<file path="src/i2cee_pkg.sv">
// i2cee_pkg: types, codes and helper functions shared by the eeprom sequencer
// used by i2cee_front, i2cee_queue, i2cee_back and i2c_eeprom_page_access_sequencer_top
// no dependencies
package i2cee_pkg;

  // eeprom byte address width (7..16)
  localparam int unsigned AddrWidth = 16;

  localparam int unsigned MaxCmds = 5;
  localparam int unsigned CntWidth = $clog2(MaxCmds + 1);
  localparam int unsigned IdxWidth = $clog2(MaxCmds);

  localparam logic [7:0] CtrlWrite = 8'hA0;
  localparam logic [7:0] CtrlRead = 8'hA1;
  localparam logic [7:0] AckStatus = 8'h18;
  localparam logic [7:0] StatusMask = 8'b11111000;
  localparam logic [2:0] MinPageLog2 = 3'd3;

  // configuration register indexes
  localparam logic [1:0] RegPageLog2 = 2'd0;
  localparam logic [1:0] RegWideAddr = 2'd1;
  localparam logic [1:0] RegDevPins = 2'd2;

  typedef enum logic [1:0] {
    OpBeginWr = 2'd0,
    OpData    = 2'd1,
    OpBeginRd = 2'd2,
    OpReply   = 2'd3
  } op_e;

  typedef enum logic [3:0] {
    CmdStart    = 4'd0,
    CmdSend     = 4'd1,
    CmdRecvAck  = 4'd2,
    CmdRecvNack = 4'd3,
    CmdStop     = 4'd4,
    CmdWait     = 4'd5,
    CmdData     = 4'd6,
    CmdNoack    = 4'd7,
    CmdReject   = 4'd8
  } cmd_e;

  typedef enum logic [4:0] {
    PhIdle   = 5'b00001,
    PhWrAck  = 5'b00010,
    PhWrData = 5'b00100,
    PhRdAck  = 5'b01000,
    PhRdData = 5'b10000
  } phase_e;

  typedef struct packed {
    logic [2:0] page_log2;
    logic       wide;
    logic [2:0] pins;
  } cfg_t;

  typedef struct packed {
    op_e         op;
    logic [15:0] start_address;
    logic [16:0] byte_count;
    logic [7:0]  write_data;
    logic [7:0]  bus_status;
    logic [7:0]  bus_read_data;
  } item_t;

  typedef struct packed {
    cmd_e       cmd;
    logic [7:0] data;
  } ent_t;

  // one item's worth of bus commands, entry 0 goes out first
  typedef struct packed {
    logic [CntWidth-1:0]  cnt;
    ent_t [MaxCmds-1:0]   ent;
  } desc_t;

  // queue head as seen by the back end
  typedef struct packed {
    logic  valid;
    desc_t desc;
  } q_head_t;

  function automatic ent_t mk_ent(cmd_e cmd, logic [7:0] data);
    ent_t e;
    e.cmd  = cmd;
    e.data = data;
    return e;
  endfunction

  // control byte: base with chip select bits, narrow parts add address bits 10..8
  function automatic logic [7:0] ctrl_byte(logic [7:0] base, cfg_t cfg, logic [15:0] addr);
    logic [2:0] sel;
    sel = cfg.wide ? cfg.pins : (cfg.pins | addr[10:8]);
    return base | {4'b0000, sel, 1'b0};
  endfunction

endpackage

</file>
<file path="src/i2cee_front.sv">
// i2cee_front: accepts host items, tracks the transfer phase and builds the command list
// depends on i2cee_pkg
module i2cee_front (
  input  logic                clk_i,
  input  logic                rst_ni,
  input  i2cee_pkg::cfg_t     cfg_i,
  input  logic                in_valid_i,
  output logic                in_ready_o,
  input  i2cee_pkg::item_t    item_i,
  input  logic                q_full_i,
  output logic                push_o,
  output i2cee_pkg::desc_t    desc_o
);

  i2cee_pkg::phase_e                    phase_q, phase_d;
  logic [i2cee_pkg::AddrWidth-1:0]      cur_q, cur_d;
  logic [16:0]                          bytes_q, bytes_d;
  logic [7:0]                           chunk_q, chunk_d;

  logic [i2cee_pkg::AddrWidth-1:0]      in_addr, cur_inc;
  logic [16:0]                          bytes_dec;
  logic [7:0]                           chunk_dec;
  logic [15:0]                          ch_addr;
  logic [16:0]                          ch_bytes;
  logic [2:0]                           lg;
  logic [8:0]                           page, off, room;
  logic [7:0]                           chunk_len;
  logic                                 ack;

  assign in_ready_o = !q_full_i;
  assign push_o     = in_valid_i && !q_full_i;

  assign in_addr   = item_i.start_address[i2cee_pkg::AddrWidth-1:0];
  assign cur_inc   = cur_q + 1'b1;
  assign bytes_dec = bytes_q - 17'd1;
  assign chunk_dec = chunk_q - 8'd1;
  assign ack       = (item_i.bus_status & i2cee_pkg::StatusMask) == i2cee_pkg::AckStatus;

  // page chunk length for a new write transaction or the next chunk of a running one
  always_comb begin
    if (item_i.op == i2cee_pkg::OpBeginWr) begin
      ch_addr  = 16'(in_addr);
      ch_bytes = item_i.byte_count;
    end else begin
      ch_addr  = 16'(cur_inc);
      ch_bytes = bytes_dec;
    end
    lg        = (cfg_i.page_log2 < i2cee_pkg::MinPageLog2) ? i2cee_pkg::MinPageLog2
                                                          : cfg_i.page_log2;
    page      = 9'd1 << lg;
    off       = {2'b00, ch_addr[6:0]} & (page - 9'd1);
    room      = page - off;
    chunk_len = (17'(room) < ch_bytes) ? room[7:0] : ch_bytes[7:0];
  end

  // phase step and command list
  always_comb begin
    phase_d     = phase_q;
    cur_d       = cur_q;
    bytes_d     = bytes_q;
    chunk_d     = chunk_q;
    desc_o      = '0;
    desc_o.cnt  = i2cee_pkg::CntWidth'(1);
    desc_o.ent[0] = i2cee_pkg::mk_ent(i2cee_pkg::CmdReject, 8'h00);
    priority if ((item_i.op == i2cee_pkg::OpBeginWr || item_i.op == i2cee_pkg::OpBeginRd)
                 && phase_q == i2cee_pkg::PhIdle && item_i.byte_count != 17'd0) begin
      cur_d   = in_addr;
      bytes_d = item_i.byte_count;
      desc_o.cnt    = i2cee_pkg::CntWidth'(2);
      desc_o.ent[0] = i2cee_pkg::mk_ent(i2cee_pkg::CmdStart, 8'h00);
      desc_o.ent[1] = i2cee_pkg::mk_ent(i2cee_pkg::CmdSend,
                        i2cee_pkg::ctrl_byte(i2cee_pkg::CtrlWrite, cfg_i, 16'(in_addr)));
      if (item_i.op == i2cee_pkg::OpBeginWr) begin
        chunk_d = chunk_len;
        phase_d = i2cee_pkg::PhWrAck;
      end else begin
        chunk_d = 8'd0;
        phase_d = i2cee_pkg::PhRdAck;
      end
    end else if (item_i.op == i2cee_pkg::OpData && phase_q == i2cee_pkg::PhWrData) begin
      cur_d   = cur_inc;
      bytes_d = bytes_dec;
      chunk_d = chunk_dec;
      desc_o.ent[0] = i2cee_pkg::mk_ent(i2cee_pkg::CmdSend, item_i.write_data);
      if (chunk_dec == 8'd0 || bytes_dec == 17'd0) begin
        desc_o.cnt    = i2cee_pkg::CntWidth'(3);
        desc_o.ent[1] = i2cee_pkg::mk_ent(i2cee_pkg::CmdStop, 8'h00);
        desc_o.ent[2] = i2cee_pkg::mk_ent(i2cee_pkg::CmdWait, 8'h00);
        if (bytes_dec != 17'd0) begin
          // next page chunk opens right away
          desc_o.cnt    = i2cee_pkg::CntWidth'(5);
          desc_o.ent[3] = i2cee_pkg::mk_ent(i2cee_pkg::CmdStart, 8'h00);
          desc_o.ent[4] = i2cee_pkg::mk_ent(i2cee_pkg::CmdSend,
                            i2cee_pkg::ctrl_byte(i2cee_pkg::CtrlWrite, cfg_i, 16'(cur_inc)));
          chunk_d = chunk_len;
          phase_d = i2cee_pkg::PhWrAck;
        end else begin
          phase_d = i2cee_pkg::PhIdle;
        end
      end
    end else if (item_i.op == i2cee_pkg::OpReply &&
                 (phase_q == i2cee_pkg::PhWrAck || phase_q == i2cee_pkg::PhRdAck)) begin
      if (!ack) begin
        // no ack on control byte: stop, write-cycle wait on writes, error
        desc_o.ent[0] = i2cee_pkg::mk_ent(i2cee_pkg::CmdStop, 8'h00);
        if (phase_q == i2cee_pkg::PhWrAck) begin
          desc_o.cnt    = i2cee_pkg::CntWidth'(3);
          desc_o.ent[1] = i2cee_pkg::mk_ent(i2cee_pkg::CmdWait, 8'h00);
          desc_o.ent[2] = i2cee_pkg::mk_ent(i2cee_pkg::CmdNoack, 8'h00);
        end else begin
          desc_o.cnt    = i2cee_pkg::CntWidth'(2);
          desc_o.ent[1] = i2cee_pkg::mk_ent(i2cee_pkg::CmdNoack, 8'h00);
        end
        phase_d = i2cee_pkg::PhIdle;
      end else if (phase_q == i2cee_pkg::PhWrAck) begin
        if (cfg_i.wide) begin
          desc_o.cnt    = i2cee_pkg::CntWidth'(2);
          desc_o.ent[0] = i2cee_pkg::mk_ent(i2cee_pkg::CmdSend, 8'(16'(cur_q) >> 8));
          desc_o.ent[1] = i2cee_pkg::mk_ent(i2cee_pkg::CmdSend, 8'(16'(cur_q)));
        end else begin
          desc_o.ent[0] = i2cee_pkg::mk_ent(i2cee_pkg::CmdSend, 8'(16'(cur_q)));
        end
        phase_d = i2cee_pkg::PhWrData;
      end else begin
        // read: address, repeated start, read control, first receive
        if (cfg_i.wide) begin
          desc_o.cnt    = i2cee_pkg::CntWidth'(5);
          desc_o.ent[0] = i2cee_pkg::mk_ent(i2cee_pkg::CmdSend, 8'(16'(cur_q) >> 8));
          desc_o.ent[1] = i2cee_pkg::mk_ent(i2cee_pkg::CmdSend, 8'(16'(cur_q)));
          desc_o.ent[2] = i2cee_pkg::mk_ent(i2cee_pkg::CmdStart, 8'h00);
          desc_o.ent[3] = i2cee_pkg::mk_ent(i2cee_pkg::CmdSend,
                            i2cee_pkg::ctrl_byte(i2cee_pkg::CtrlRead, cfg_i, 16'(cur_q)));
          desc_o.ent[4] = i2cee_pkg::mk_ent((bytes_q == 17'd1) ? i2cee_pkg::CmdRecvNack
                                                              : i2cee_pkg::CmdRecvAck, 8'h00);
        end else begin
          desc_o.cnt    = i2cee_pkg::CntWidth'(4);
          desc_o.ent[0] = i2cee_pkg::mk_ent(i2cee_pkg::CmdSend, 8'(16'(cur_q)));
          desc_o.ent[1] = i2cee_pkg::mk_ent(i2cee_pkg::CmdStart, 8'h00);
          desc_o.ent[2] = i2cee_pkg::mk_ent(i2cee_pkg::CmdSend,
                            i2cee_pkg::ctrl_byte(i2cee_pkg::CtrlRead, cfg_i, 16'(cur_q)));
          desc_o.ent[3] = i2cee_pkg::mk_ent((bytes_q == 17'd1) ? i2cee_pkg::CmdRecvNack
                                                              : i2cee_pkg::CmdRecvAck, 8'h00);
        end
        phase_d = i2cee_pkg::PhRdData;
      end
    end else if (item_i.op == i2cee_pkg::OpReply && phase_q == i2cee_pkg::PhRdData) begin
      cur_d   = cur_inc;
      bytes_d = bytes_dec;
      desc_o.cnt    = i2cee_pkg::CntWidth'(2);
      desc_o.ent[0] = i2cee_pkg::mk_ent(i2cee_pkg::CmdData, item_i.bus_read_data);
      if (bytes_dec != 17'd0) begin
        desc_o.ent[1] = i2cee_pkg::mk_ent((bytes_dec == 17'd1) ? i2cee_pkg::CmdRecvNack
                                                              : i2cee_pkg::CmdRecvAck, 8'h00);
      end else begin
        desc_o.ent[1] = i2cee_pkg::mk_ent(i2cee_pkg::CmdStop, 8'h00);
        phase_d = i2cee_pkg::PhIdle;
      end
    end else begin
      // wrong phase or zero count: single reject, state untouched
      phase_d = phase_q;
    end
  end

  // transfer state, updated on each accepted transaction
  always_ff @(posedge clk_i or negedge rst_ni) begin
    if (!rst_ni) begin
      phase_q <= i2cee_pkg::PhIdle;
      cur_q   <= '0;
      bytes_q <= '0;
      chunk_q <= '0;
    end else if (push_o) begin
      phase_q <= phase_d;
      cur_q   <= cur_d;
      bytes_q <= bytes_d;
      chunk_q <= chunk_d;
    end
  end

endmodule

</file>
<file path="src/i2cee_queue.sv">
// i2cee_queue: two-entry queue of command lists between front and back end
// depends on i2cee_pkg
module i2cee_queue (
  input  logic                 clk_i,
  input  logic                 rst_ni,
  input  logic                 push_i,
  input  i2cee_pkg::desc_t     desc_i,
  output logic                 full_o,
  input  logic                 pop_i,
  output i2cee_pkg::q_head_t   head_o
);

  i2cee_pkg::desc_t mem_q [2];
  logic             wr_ptr_q, rd_ptr_q;
  logic [1:0]       fill_q;

  assign full_o       = fill_q == 2'd2;
  assign head_o.valid = fill_q != 2'd0;
  assign head_o.desc  = mem_q[rd_ptr_q];

  // storage
  always_ff @(posedge clk_i) begin
    if (push_i) begin
      mem_q[wr_ptr_q] <= desc_i;
    end
  end

  // pointers and fill level
  always_ff @(posedge clk_i or negedge rst_ni) begin
    if (!rst_ni) begin
      wr_ptr_q <= 1'b0;
      rd_ptr_q <= 1'b0;
      fill_q   <= 2'd0;
    end else begin
      if (push_i) begin
        wr_ptr_q <= !wr_ptr_q;
      end
      if (pop_i) begin
        rd_ptr_q <= !rd_ptr_q;
      end
      if (push_i && !pop_i) begin
        fill_q <= fill_q + 2'd1;
      end else if (pop_i && !push_i) begin
        fill_q <= fill_q - 2'd1;
      end
    end
  end

endmodule

</file>
<file path="src/i2cee_back.sv">
// i2cee_back: walks the queued command list and drives one command per cycle while the output is not stalled
// depends on i2cee_pkg
module i2cee_back (
  input  logic                clk_i,
  input  logic                rst_ni,
  input  i2cee_pkg::q_head_t  head_i,
  output logic                pop_o,
  output logic                out_valid_o,
  input  logic                out_ready_i,
  output i2cee_pkg::cmd_e     out_cmd_o,
  output logic [7:0]          out_byte_o,
  output logic                out_last_o
);

  logic [i2cee_pkg::IdxWidth-1:0] idx_q;
  logic                           valid_q;
  i2cee_pkg::cmd_e                cmd_q;
  logic [7:0]                     byte_q;
  logic                           last_q;
  logic                           load, is_last;
  i2cee_pkg::ent_t                cur_ent;

  assign load    = head_i.valid && (!valid_q || out_ready_i);
  assign cur_ent = head_i.desc.ent[idx_q];
  assign is_last = i2cee_pkg::CntWidth'(idx_q) == head_i.desc.cnt - 1'b1;
  assign pop_o   = load && is_last;

  assign out_valid_o = valid_q;
  assign out_cmd_o   = cmd_q;
  assign out_byte_o  = byte_q;
  assign out_last_o  = last_q;

  // entry index and output valid
  always_ff @(posedge clk_i or negedge rst_ni) begin
    if (!rst_ni) begin
      idx_q   <= '0;
      valid_q <= 1'b0;
    end else begin
      if (load) begin
        idx_q <= is_last ? '0 : idx_q + 1'b1;
      end
      if (load) begin
        valid_q <= 1'b1;
      end else if (out_ready_i) begin
        valid_q <= 1'b0;
      end
    end
  end

  // output payload register
  always_ff @(posedge clk_i) begin
    if (load) begin
      cmd_q  <= cur_ent.cmd;
      byte_q <= cur_ent.data;
      last_q <= is_last;
    end
  end

endmodule

</file>
<file path="src/i2c_eeprom_page_access_sequencer_top.sv">
// i2c_eeprom_page_access_sequencer_top: serial eeprom page access sequencer
// depends on i2cee_pkg, i2cee_front, i2cee_queue, i2cee_back
//
// Usage:
//  s_axis carries host transactions: tuser is the op (begin write, data byte,
//  begin read, bus reply), tdata the address, count and byte fields.
//  m_axis carries bus commands (tuser) with their byte (tdata); tlast marks
//  the final command caused by one input transaction.
//  The APB port sets page size, wide addressing and chip select pins; write
//  it only while the block is idle.
//  With the back end free, the first command of a transaction passes the
//  command queue and the back end's output register before it is valid.
//  Each transaction yields 1 to 5 commands, sent at one command per cycle
//  while the receiver keeps m_axis_tready high.
//  The front end keeps accepting while the two-entry command queue has room.
//  A stalled receiver holds the output register; once the queue fills,
//  s_axis_tready drops.
//  Reset clears the phase, address and counters to idle and zero, empties
//  the queue and loads the register defaults (page 16 bytes, narrow, pins 0).
module i2c_eeprom_page_access_sequencer_top (
  input  logic        clk_i,
  input  logic        rst_ni,
  // stream input
  input  logic        s_axis_tvalid,
  output logic        s_axis_tready,
  // start_address[15:0], byte_count[32:16], write_data[40:33],
  // bus_status[48:41], bus_read_data[56:49], zero[63:57]
  input  logic [63:0] s_axis_tdata,
  // op[1:0]
  input  logic [1:0]  s_axis_tuser,
  // stream output
  output logic        m_axis_tvalid,
  input  logic        m_axis_tready,
  // cmd_byte[7:0]
  output logic [7:0]  m_axis_tdata,
  // cmd[3:0]
  output logic [3:0]  m_axis_tuser,
  output logic        m_axis_tlast,
  // configuration
  input  logic        psel,
  input  logic        penable,
  input  logic        pwrite,
  input  logic [3:0]  paddr,
  input  logic [31:0] pwdata,
  output logic [31:0] prdata,
  output logic        pready
);

  i2cee_pkg::cfg_t    cfg_q;
  i2cee_pkg::item_t   item;
  i2cee_pkg::desc_t   desc;
  i2cee_pkg::q_head_t head;
  i2cee_pkg::cmd_e    out_cmd;
  logic               push, pop, q_full;
  logic               cfg_wr;

  // configuration registers
  assign pready = 1'b1;
  assign cfg_wr = psel && penable && pwrite && pready;

  always_ff @(posedge clk_i or negedge rst_ni) begin
    if (!rst_ni) begin
      cfg_q.page_log2 <= 3'd4;
      cfg_q.wide      <= 1'b0;
      cfg_q.pins      <= 3'd0;
    end else if (cfg_wr) begin
      unique case (paddr[3:2])
        i2cee_pkg::RegPageLog2: cfg_q.page_log2 <= pwdata[2:0];
        i2cee_pkg::RegWideAddr: cfg_q.wide      <= pwdata[0];
        i2cee_pkg::RegDevPins:  cfg_q.pins      <= pwdata[2:0];
        default: ;
      endcase
    end
  end

  always_comb begin
    unique case (paddr[3:2])
      i2cee_pkg::RegPageLog2: prdata = {29'd0, cfg_q.page_log2};
      i2cee_pkg::RegWideAddr: prdata = {31'd0, cfg_q.wide};
      i2cee_pkg::RegDevPins:  prdata = {29'd0, cfg_q.pins};
      default:                prdata = 32'd0;
    endcase
  end

  // input unpacking
  assign item.op            = i2cee_pkg::op_e'(s_axis_tuser);
  assign item.start_address = s_axis_tdata[15:0];
  assign item.byte_count    = s_axis_tdata[32:16];
  assign item.write_data    = s_axis_tdata[40:33];
  assign item.bus_status    = s_axis_tdata[48:41];
  assign item.bus_read_data = s_axis_tdata[56:49];

  i2cee_front u_front (
    .clk_i      (clk_i),
    .rst_ni     (rst_ni),
    .cfg_i      (cfg_q),
    .in_valid_i (s_axis_tvalid),
    .in_ready_o (s_axis_tready),
    .item_i     (item),
    .q_full_i   (q_full),
    .push_o     (push),
    .desc_o     (desc)
  );

  i2cee_queue u_queue (
    .clk_i  (clk_i),
    .rst_ni (rst_ni),
    .push_i (push),
    .desc_i (desc),
    .full_o (q_full),
    .pop_i  (pop),
    .head_o (head)
  );

  i2cee_back u_back (
    .clk_i       (clk_i),
    .rst_ni      (rst_ni),
    .head_i      (head),
    .pop_o       (pop),
    .out_valid_o (m_axis_tvalid),
    .out_ready_i (m_axis_tready),
    .out_cmd_o   (out_cmd),
    .out_byte_o  (m_axis_tdata),
    .out_last_o  (m_axis_tlast)
  );

  assign m_axis_tuser = out_cmd;

`ifndef SYNTHESIS
  // a shown command that is not the last keeps the rest of its list queued
  assert property (@(posedge clk_i) disable iff (!rst_ni)
    m_axis_tvalid && !m_axis_tlast |-> head.valid)
    else $error("command list left the queue before its last command");

  // a reject is always a single-command transaction
  assert property (@(posedge clk_i) disable iff (!rst_ni)
    m_axis_tvalid && out_cmd == i2cee_pkg::CmdReject |-> m_axis_tlast)
    else $error("reject not marked last");

  // queue never pops while empty and never pushes while full
  assert property (@(posedge clk_i) disable iff (!rst_ni)
    !(pop && !head.valid) && !(push && q_full))
    else $error("queue overrun or underrun");

  // after a pop with nothing pushed, a full queue is no longer full
  assert property (@(posedge clk_i) disable iff (!rst_ni)
    q_full && pop && !push |=> !q_full)
    else $error("queue fill level did not drop after pop");
`endif

endmodule

</file>
<file path="config.mk">
export PLATFORM = sky130hd
export DESIGN_NAME = i2c_eeprom_page_access_sequencer_top
export DESIGN_NICKNAME = d
export VERILOG_FILES = /design/src/i2cee_pkg.sv /design/src/i2cee_front.sv /design/src/i2cee_queue.sv /design/src/i2cee_back.sv /design/src/i2c_eeprom_page_access_sequencer_top.sv
export SDC_FILE = /design/constraint.sdc
export NUM_CORES = 1
export LEC_CHECK = 0
export BUFFER_PORTS_ARGS = -buffer_cell sky130_fd_sc_hd__clkbuf_2
export CAP_MARGIN = 10
export CORE_MARGIN = 3
export CORE_UTILIZATION = 52
export CTS_BUF_LIST = sky130_fd_sc_hd__clkbuf_16
export DETAILED_ROUTE_END_ITERATION = 7
export GPL_TIMING_DRIVEN = 0
export HOLD_SLACK_MARGIN = 0.03
export PLACE_DENSITY = 0.77
export SYNTH_ARGS = -nofsm -noshare
export SYNTH_HDL_FRONTEND = slang
export SYNTH_SLANG_ARGS = --single-unit
</file>
<file path="constraint.sdc">
create_clock -name clk_i -period 4.14 [get_ports clk_i]
set_clock_uncertainty 0.15 [all_clocks]
set_input_delay 0.207 -clock clk_i [delete_from_list [all_inputs] [get_ports clk_i]]
set_output_delay 0.207 -clock clk_i [all_outputs]
set_load 0.005 [all_outputs]
</file>
# Yosys cells after proc, flatten, opt, wreduce, memory -nomap -nowiden
# Memories as Yosys holds them, arrays and structs flattened.
# Index checks and enable logic that the tools add are counted.
[word_totals]
ff_bits = 74
ram_bits = 126
in_bits = 109
out_inout_bits = 48
memories = 1
[mem_list]
columns = ["name", "words", "width", "rd", "rd_ports_with_merged_regs", "write_ports", "line_no", "text"]
rows = [
  ["u_queue.mem_q", 2, 63, 1, 0, 1, "i2cee_queue.sv:13", "i2cee_pkg::desc_t mem_q [2];"],
]
[op_classes]
n_addsub = 9
magnitude_cmp = 3
eq_ne = 18
shifts = 1
n_mux = 73
n_bitwise = 4
reduce_logical = 40
[op_table]
columns = ["op", "count"]
rows = [
  ["$mux 48", 6],
  ["$mux 36", 4],
  ["$mux 24", 5],
  ["$mux 17", 5],
  ["$mux 16", 4],
  ["$mux 63", 1],
  ["$mux 8", 7],
  ["$mux 51", 1],
  ["$mux 5", 8],
  ["$bmux 12 s3", 1],
  ["$mux 12", 3],
  ["$eq 17x1->1 const B", 2],
  ["$reduce_bool 17->1", 2],
  ["$mux 27", 1],
  ["$mux 3", 8],
  ["$logic_not 17->1", 1],
  ["$lt 9x17->1", 1],
  ["$sub 17x1->17 const B", 1],
  ["$add 16x1->16 const B", 1],
  ["$logic_and 1x1->1", 12],
  ["$mux 11", 1],
  ["$eq 5x2->1 const B", 2],
  ["$mux 10", 1],
  ["$mux 2", 5],
  ["37 further kinds", 65],
]

# Depth between registers and ports, before layout
[depth]
ltp_word = 13
depth_mapped = 18
ltp_nobuf = 17

# Modules after synthesis
# A second synthesis with hierarchy kept.
[hier_totals]
cells_unflattened = 1053
area_unflattened_um2 = 11770.0
[by_module_without_submodules]
columns = ["mod", "n_inst", "cells_per_inst", "area_per_inst_um2"]
rows = [
  ["i2cee_queue", 1, 212, 5034.8],
  ["i2cee_front", 1, 687, 4972.3],
  ["i2cee_back", 1, 96, 1173.6],
  ["i2c_eeprom_page_access_sequencer_top", 1, 58, 589.3],
]

# Least setup slack after synthesis
# OpenSTA, ideal clock, no wires.
[synth_timing]
kind = "flip-flop to flip-flop"
from = "register u_front.cur_q[0] (netlist bit)"
to = "register u_front.chunk_q[1]"
setup_ns = 0.076
arrival_time_ns = 3.784
setup_slack_ns = 0.130
stages_incl_launch_ff = 17
path_cell_list = "dfrtp_1 ha_1 nand3_1 xnor2_1 a2111o_1 ha_1 and3_1 a211oi_1 o21ai_0 xor2_1 ha_1 nand3_1 nor2_1 a31oi_1 a2bb2oi_4 mux2_1 o21ai_1"
[synth_via]
elab_chain_cells = 10
word_cells_on_any_way = 11
classes_between = "add/sub: 2; order compare: 1; mux: 7; bitwise: 1"
[synth_rtl]
columns = ["item", "line_no", "text"]
rows = [
  ["start, declared", "i2cee_front.sv:16", "logic [i2cee_pkg::AddrWidth-1:0] cur_q, cur_d;"],
  ["start signal, assigned", "i2cee_front.sv:173", "cur_q <= cur_d;"],
  ["$add 16x1->16 (*)", "i2cee_front.sv:34", "assign cur_inc = cur_q + 1'b1;"],
  ["$mux 7 (*)", "i2cee_front.sv:41", "if (item_i.op == i2cee_pkg::OpBeginWr) begin"],
  ["$and 7x9->9 (*)", "i2cee_front.sv:51", "off = {2'b00, ch_addr[6:0]} & (page - 9'd1);"],
  ["$sub 9x9->9 (*)", "i2cee_front.sv:52", "room = page - off;"],
  ["$lt 9x17->1", "i2cee_front.sv:53", "chunk_len = (17'(room) < ch_bytes) ? room[7:0] : ch_bytes[7:0];"],
  ["$mux 8 (*)", "i2cee_front.sv:53", ""],
  ["$mux 8", "i2cee_front.sv:89", "if (bytes_dec != 17'd0) begin"],
  ["$mux 8", "i2cee_front.sv:85", "if (chunk_dec == 8'd0 || bytes_dec == 17'd0) begin"],
  ["$mux 8", "i2cee_front.sv:80", "end else if (item_i.op == i2cee_pkg::OpData && phase_q == i2cee_pkg::PhWrData) begin"],
  ["$mux 8 (*)", "i2cee_front.sv:65", "priority if ((item_i.op == i2cee_pkg::OpBeginWr || item_i.op == i2cee_pkg::OpBeginRd)"],
  ["end signal, assigned", "i2cee_front.sv:175", "chunk_q <= chunk_d;"],
  ["end, declared", "i2cee_front.sv:18", "logic [7:0] chunk_q, chunk_d;"],
]
# Mark *: on every way between the ends. The rest lies on a longest branch, timed or not. The select of a mux whose other input is x is not followed.
# A chain may end at the register's enable or synchronous reset.

# Worst setup path after layout
# Ends and elaborated chain as after synthesis.

==> flow_summary.ini <==
[global_routing]
grt_pass1_vias = 7728
initial_antenna_violation_count = 0
grt-ovfl-total = 0
wire_length_of_the_first_global_routing_pass_mm = 40.75
grt_max_degree = 61
globalRouteTotalUtil_pct = 26.23

[setup_path]
timing.rr.start = u_front.cur_q[0]
critical_path_required_ns = 4.35
cpMaxStageDelayCell = sky130_fd_sc_hd__dfrtp_2
r2r_cells = 18
timing.critical_path.arrival_ns = 4.23
worst-path-buf-inv = 2
ordered_list_of_cells_on_the_worst_path = buf_4, and3_2, and3_4, xnor2_1, nand2_1, o2111ai_1, ha_1, buf_4, nand2_1, o21ai_2, xor2_1, ha_1, nand3_1, nor2_2, a31oi_2, a2bb2oi_4, mux2_1, o21ai_1
cpLargestDelayFamily = simple AND/OR/NAND/NOR gates
worstPathMaxFanout = 8
r2r_end = u_front.chunk_q[1]
max_stage_delay_ns = 0.43
cp-end-kind = flop
setup_crit_start = u_front.cur_q[0]
worst_setup_ep = u_front.chunk_q[1]
depth_of_the_critical_timing_path_with_buffers_and_inverters_included = 18
worst-setup-path-type = flop to flop
setup.reg_to_reg.worst_slack_ns = 0.12
start_kind = flop

[synthesis]
synth.avg_cell_area_um2 = 9.991
most_used_standard_cells_in_the_synthesized_netlist = 102 x sky130_fd_sc_hd__nor2_1, 99 x sky130_fd_sc_hd__edfxtp_1, 91 x sky130_fd_sc_hd__nand2_1
ys_seq_area_share_pct = 47.63
netlist-cell-type-count = 83
ys_ff_latch = 160
yosys.area.top_type = sky130_fd_sc_hd__edfxtp_1
yosysTopAreaCellShare_pct = 31.45
post_synth_instance_area_um2 = 9452
synth.yosys.warnings = 0
synth_most_common_cell = sky130_fd_sc_hd__nor2_1
synth_edf_count = 99
synth_flop_cell = sky130_fd_sc_hd__edfxtp_1
async_flop_share_pct = 38.13
synth.area.top_cells = sky130_fd_sc_hd__edfxtp_1 31%, sky130_fd_sc_hd__dfrtp_1 16%, sky130_fd_sc_hd__a21oi_1 4.1%, sky130_fd_sc_hd__nor2_1 4.1%, sky130_fd_sc_hd__mux4_2 3.8%
synthCells = 946

[timing]
setup_total_negative_slack_ns = 0
rsz0062_at_grt = true
finalSetupViolations = 0
hold_viol = 0
period_minus_slack_ns = 4.018
worst_slew_pin_slew_ns = 1.327
timing.max_slew.rel_slack_pct = 10.75
drv_slew = 0
final_min_period_over_clock_period_pct = 97.05
hold_slack_ns = 0.04370
fmaxAchievable_mhz = 248.9

[layout]
fin_nets = 1257
final_cell_count_no_fill = 1359
multi_input_area_um2 = 4603
final-seq-area_um2 = 4506
final_layout_size_suffix_gt1_share_pct = 19.58
antennaDiodeCount = 0
syn2layout_area_growth_pct = 20.59
final_core_util_pct = 64.99
fillers = 1363

[pwr]
p_per_area_nw_per_um2 = 694.8
p_switching_mw = 3.237
power.clock.fraction_pct = 19.2
p_int_mw = 4.682
power_frac_seq_pct = 34.4
worst_ir_drop_on_vdd_mv = 0.5193
static-leakage-power_nw = 4.620
power_frac_comb_pct = 46.4
switching_share_pct = 40.88

[floorplan]
dieArea_um2 = 19830
row_count = 48
core_um2 = 17540
die_width_um = 140.8
start_util_pct = 53.90
design.portCount = 157
dieHeight_um = 140.8

[clock_tree]
cts-htree-levels = 4
cts_tree = done
cts-buffers-inserted = 17
clockBufferDepth = 2
clock_input_transition_at_the_sequential_cells_of_the_worst_setup_and_hold_paths_ns = 0.07
worst_skew_pair.late_latency_ns = 0.44
clock-sinks = 160
ctsRootBufferMaster = sky130_fd_sc_hd__clkbuf_16

[hold_path]
worst_hold_path_type = primary input to flop
worst_hold_startpoint = paddr[2]

[placed_design]
dpl.cell_count = 1286
port-buffer-count = 83
place.gp.congestion = 0.9028
place_hpwl_mm = 18.62

[detailed_routing]
dr.pass1.iters = 5
detailedRoute.firstIterationViolations = 551
wire_length_per_cell_after_detailed_routing_um = 19.01
post_drt_via_cell_ratio = 5.890
postRouteWirelength_mm = 25.83
ant_nets = 0
drt_drc_violations_left = 0
vias = 8004

[run_status]
outcome = finished clean

[run]
max_cap_viol_count = 0
[per-stage QoR]
step,power [mW],cell area (µm²),setup slack [ns]
after CTS,7.803,11330,0.007763
after detailed placement,6.178,10340,-0.4788
final,7.919,11400,0.1223
after floorplan,5.182,9560,0.1298
after global routing,8.431,11400,-0.01564
after global placement,6.025,10260,-0.3887
[repair_timing]
action                                 CTS  global route
hold buffers                            38             0
endpoints found under the hold margin  101             0
setup endpoints to repair                8            10
buffers inserted                         5             1
pin swaps                                4             9
gates resized for setup                  6            19
[logic make-up after synthesis]
family	count (synthesis)	synth area share, %
and+or+nand+nor	330	17.10
muxes	54	8.128
buffers and inverters	109	5.758
adders and majority gates	27	3.574
AOI/OAI and AO/OA	229	14.48
xor gates and xnor gates	35	3.243
DFF	160	47.63
other	2	0.07946
[worst min-delay path by stage]
stage	to	slack (ns)	depth (start not counted)
floorplan	cfg_q[0]	-0.24	0
global placement	cfg_q[6]	0.29	3
detailed placement	u_back.out_valid_o	-0.12	1
CTS	cfg_q[3]	0.03	3
global route	u_front.bytes_q[8]	0.06	4
finish	cfg_q[3]	0.04	3
[cell type report]
cell class              count  share of cell area [%]
multi-input cells         706                   40.39
flip-flops and latches    160                   39.53
repair buffers            131                   8.069
plain buffers              80                   3.831
clock buffers              17                   3.733
well taps                 225                   2.470
clock inverters            15                   1.153
inverters                  25                  0.8234
[sequential cells by signal (all words and copies together), names as in the netlist]
name,flops
u_front.phase_q,5
u_queue.fill_q,2
u_queue.rd_ptr_q,1
u_back.out_last_o,1
u_front.cur_q,16
u_back.out_valid_o,1
u_back.out_byte_o,8
u_back.idx_q,3
u_back.out_cmd_o,4
u_front.chunk_q,8
u_front.bytes_q,17
u_queue.mem_q,86
cfg_q,7
u_queue.wr_ptr_q,1
[worst register-to-register path: stages, from the launching register on]
cell,delay [ns]
sky130_fd_sc_hd__dfrtp_2,0.43
sky130_fd_sc_hd__buf_4,0.17
sky130_fd_sc_hd__and3_2,0.25
sky130_fd_sc_hd__and3_4,0.22
sky130_fd_sc_hd__xnor2_1,0.14
sky130_fd_sc_hd__nand2_1,0.09
sky130_fd_sc_hd__o2111ai_1,0.14
sky130_fd_sc_hd__ha_1,0.35
sky130_fd_sc_hd__buf_4,0.15
sky130_fd_sc_hd__nand2_1,0.08
sky130_fd_sc_hd__o21ai_2,0.07
sky130_fd_sc_hd__xor2_1,0.20
sky130_fd_sc_hd__ha_1,0.32
sky130_fd_sc_hd__nand3_1,0.10
sky130_fd_sc_hd__nor2_2,0.15
sky130_fd_sc_hd__a31oi_2,0.12
sky130_fd_sc_hd__a2bb2oi_4,0.32
sky130_fd_sc_hd__mux2_1,0.36
sky130_fd_sc_hd__o21ai_1,0.13
[per-layer routing]
metal | share of wire, % | routed length (µm) | vias up | global-route usage, %
li1 | - | - | 3752 | -
met1 | 40 | 10210 | 3797 | 33.42
met2 | 50 | 12830 | 374 | 43.98
met3 | 6.9 | 1787 | 81 | 4.986
met4 | 3.9 | 1004 | 0 | 11.17
met5 | 0 | 0 | - | 0
[power by group through the flow]
stage	Clock, mW	Sequential [mW]	Combinational (mW)
2_1_floorplan	0	2.61	2.58
3_3_place_gp	0	2.69	3.34
3_5_place_dp	0	2.69	3.48
4_1_cts	1.53	2.68	3.60
5_1_grt	1.60	2.78	4.05
6_report	1.52	2.73	3.67
[placed cells by master (no fill, tap or decap), drive strengths merged, types with 7 or more instances in the layout]
cell,synthesis,layout
nand3b,7,7
a31oi,9,9
xnor2,23,23
inv,24,32
a21oi,78,78
nor3,25,25
xor2,12,12
dfrtp,59,59
mux2i,25,25
clkbuf,43,141
edfxtp,99,99
o22ai,7,7
nor4,15,15
dlygate4sd3,0,38
and2,10,10
nor3b,7,7
ha,27,27
a221oi,8,8
conb,2,31
mux4,16,16
nand2,92,92
o21ai,86,86
mux2,13,13
nand3,29,29
and3,16,16
nor2,102,102
buf,41,49
Power figures use the tool's default switching activity.
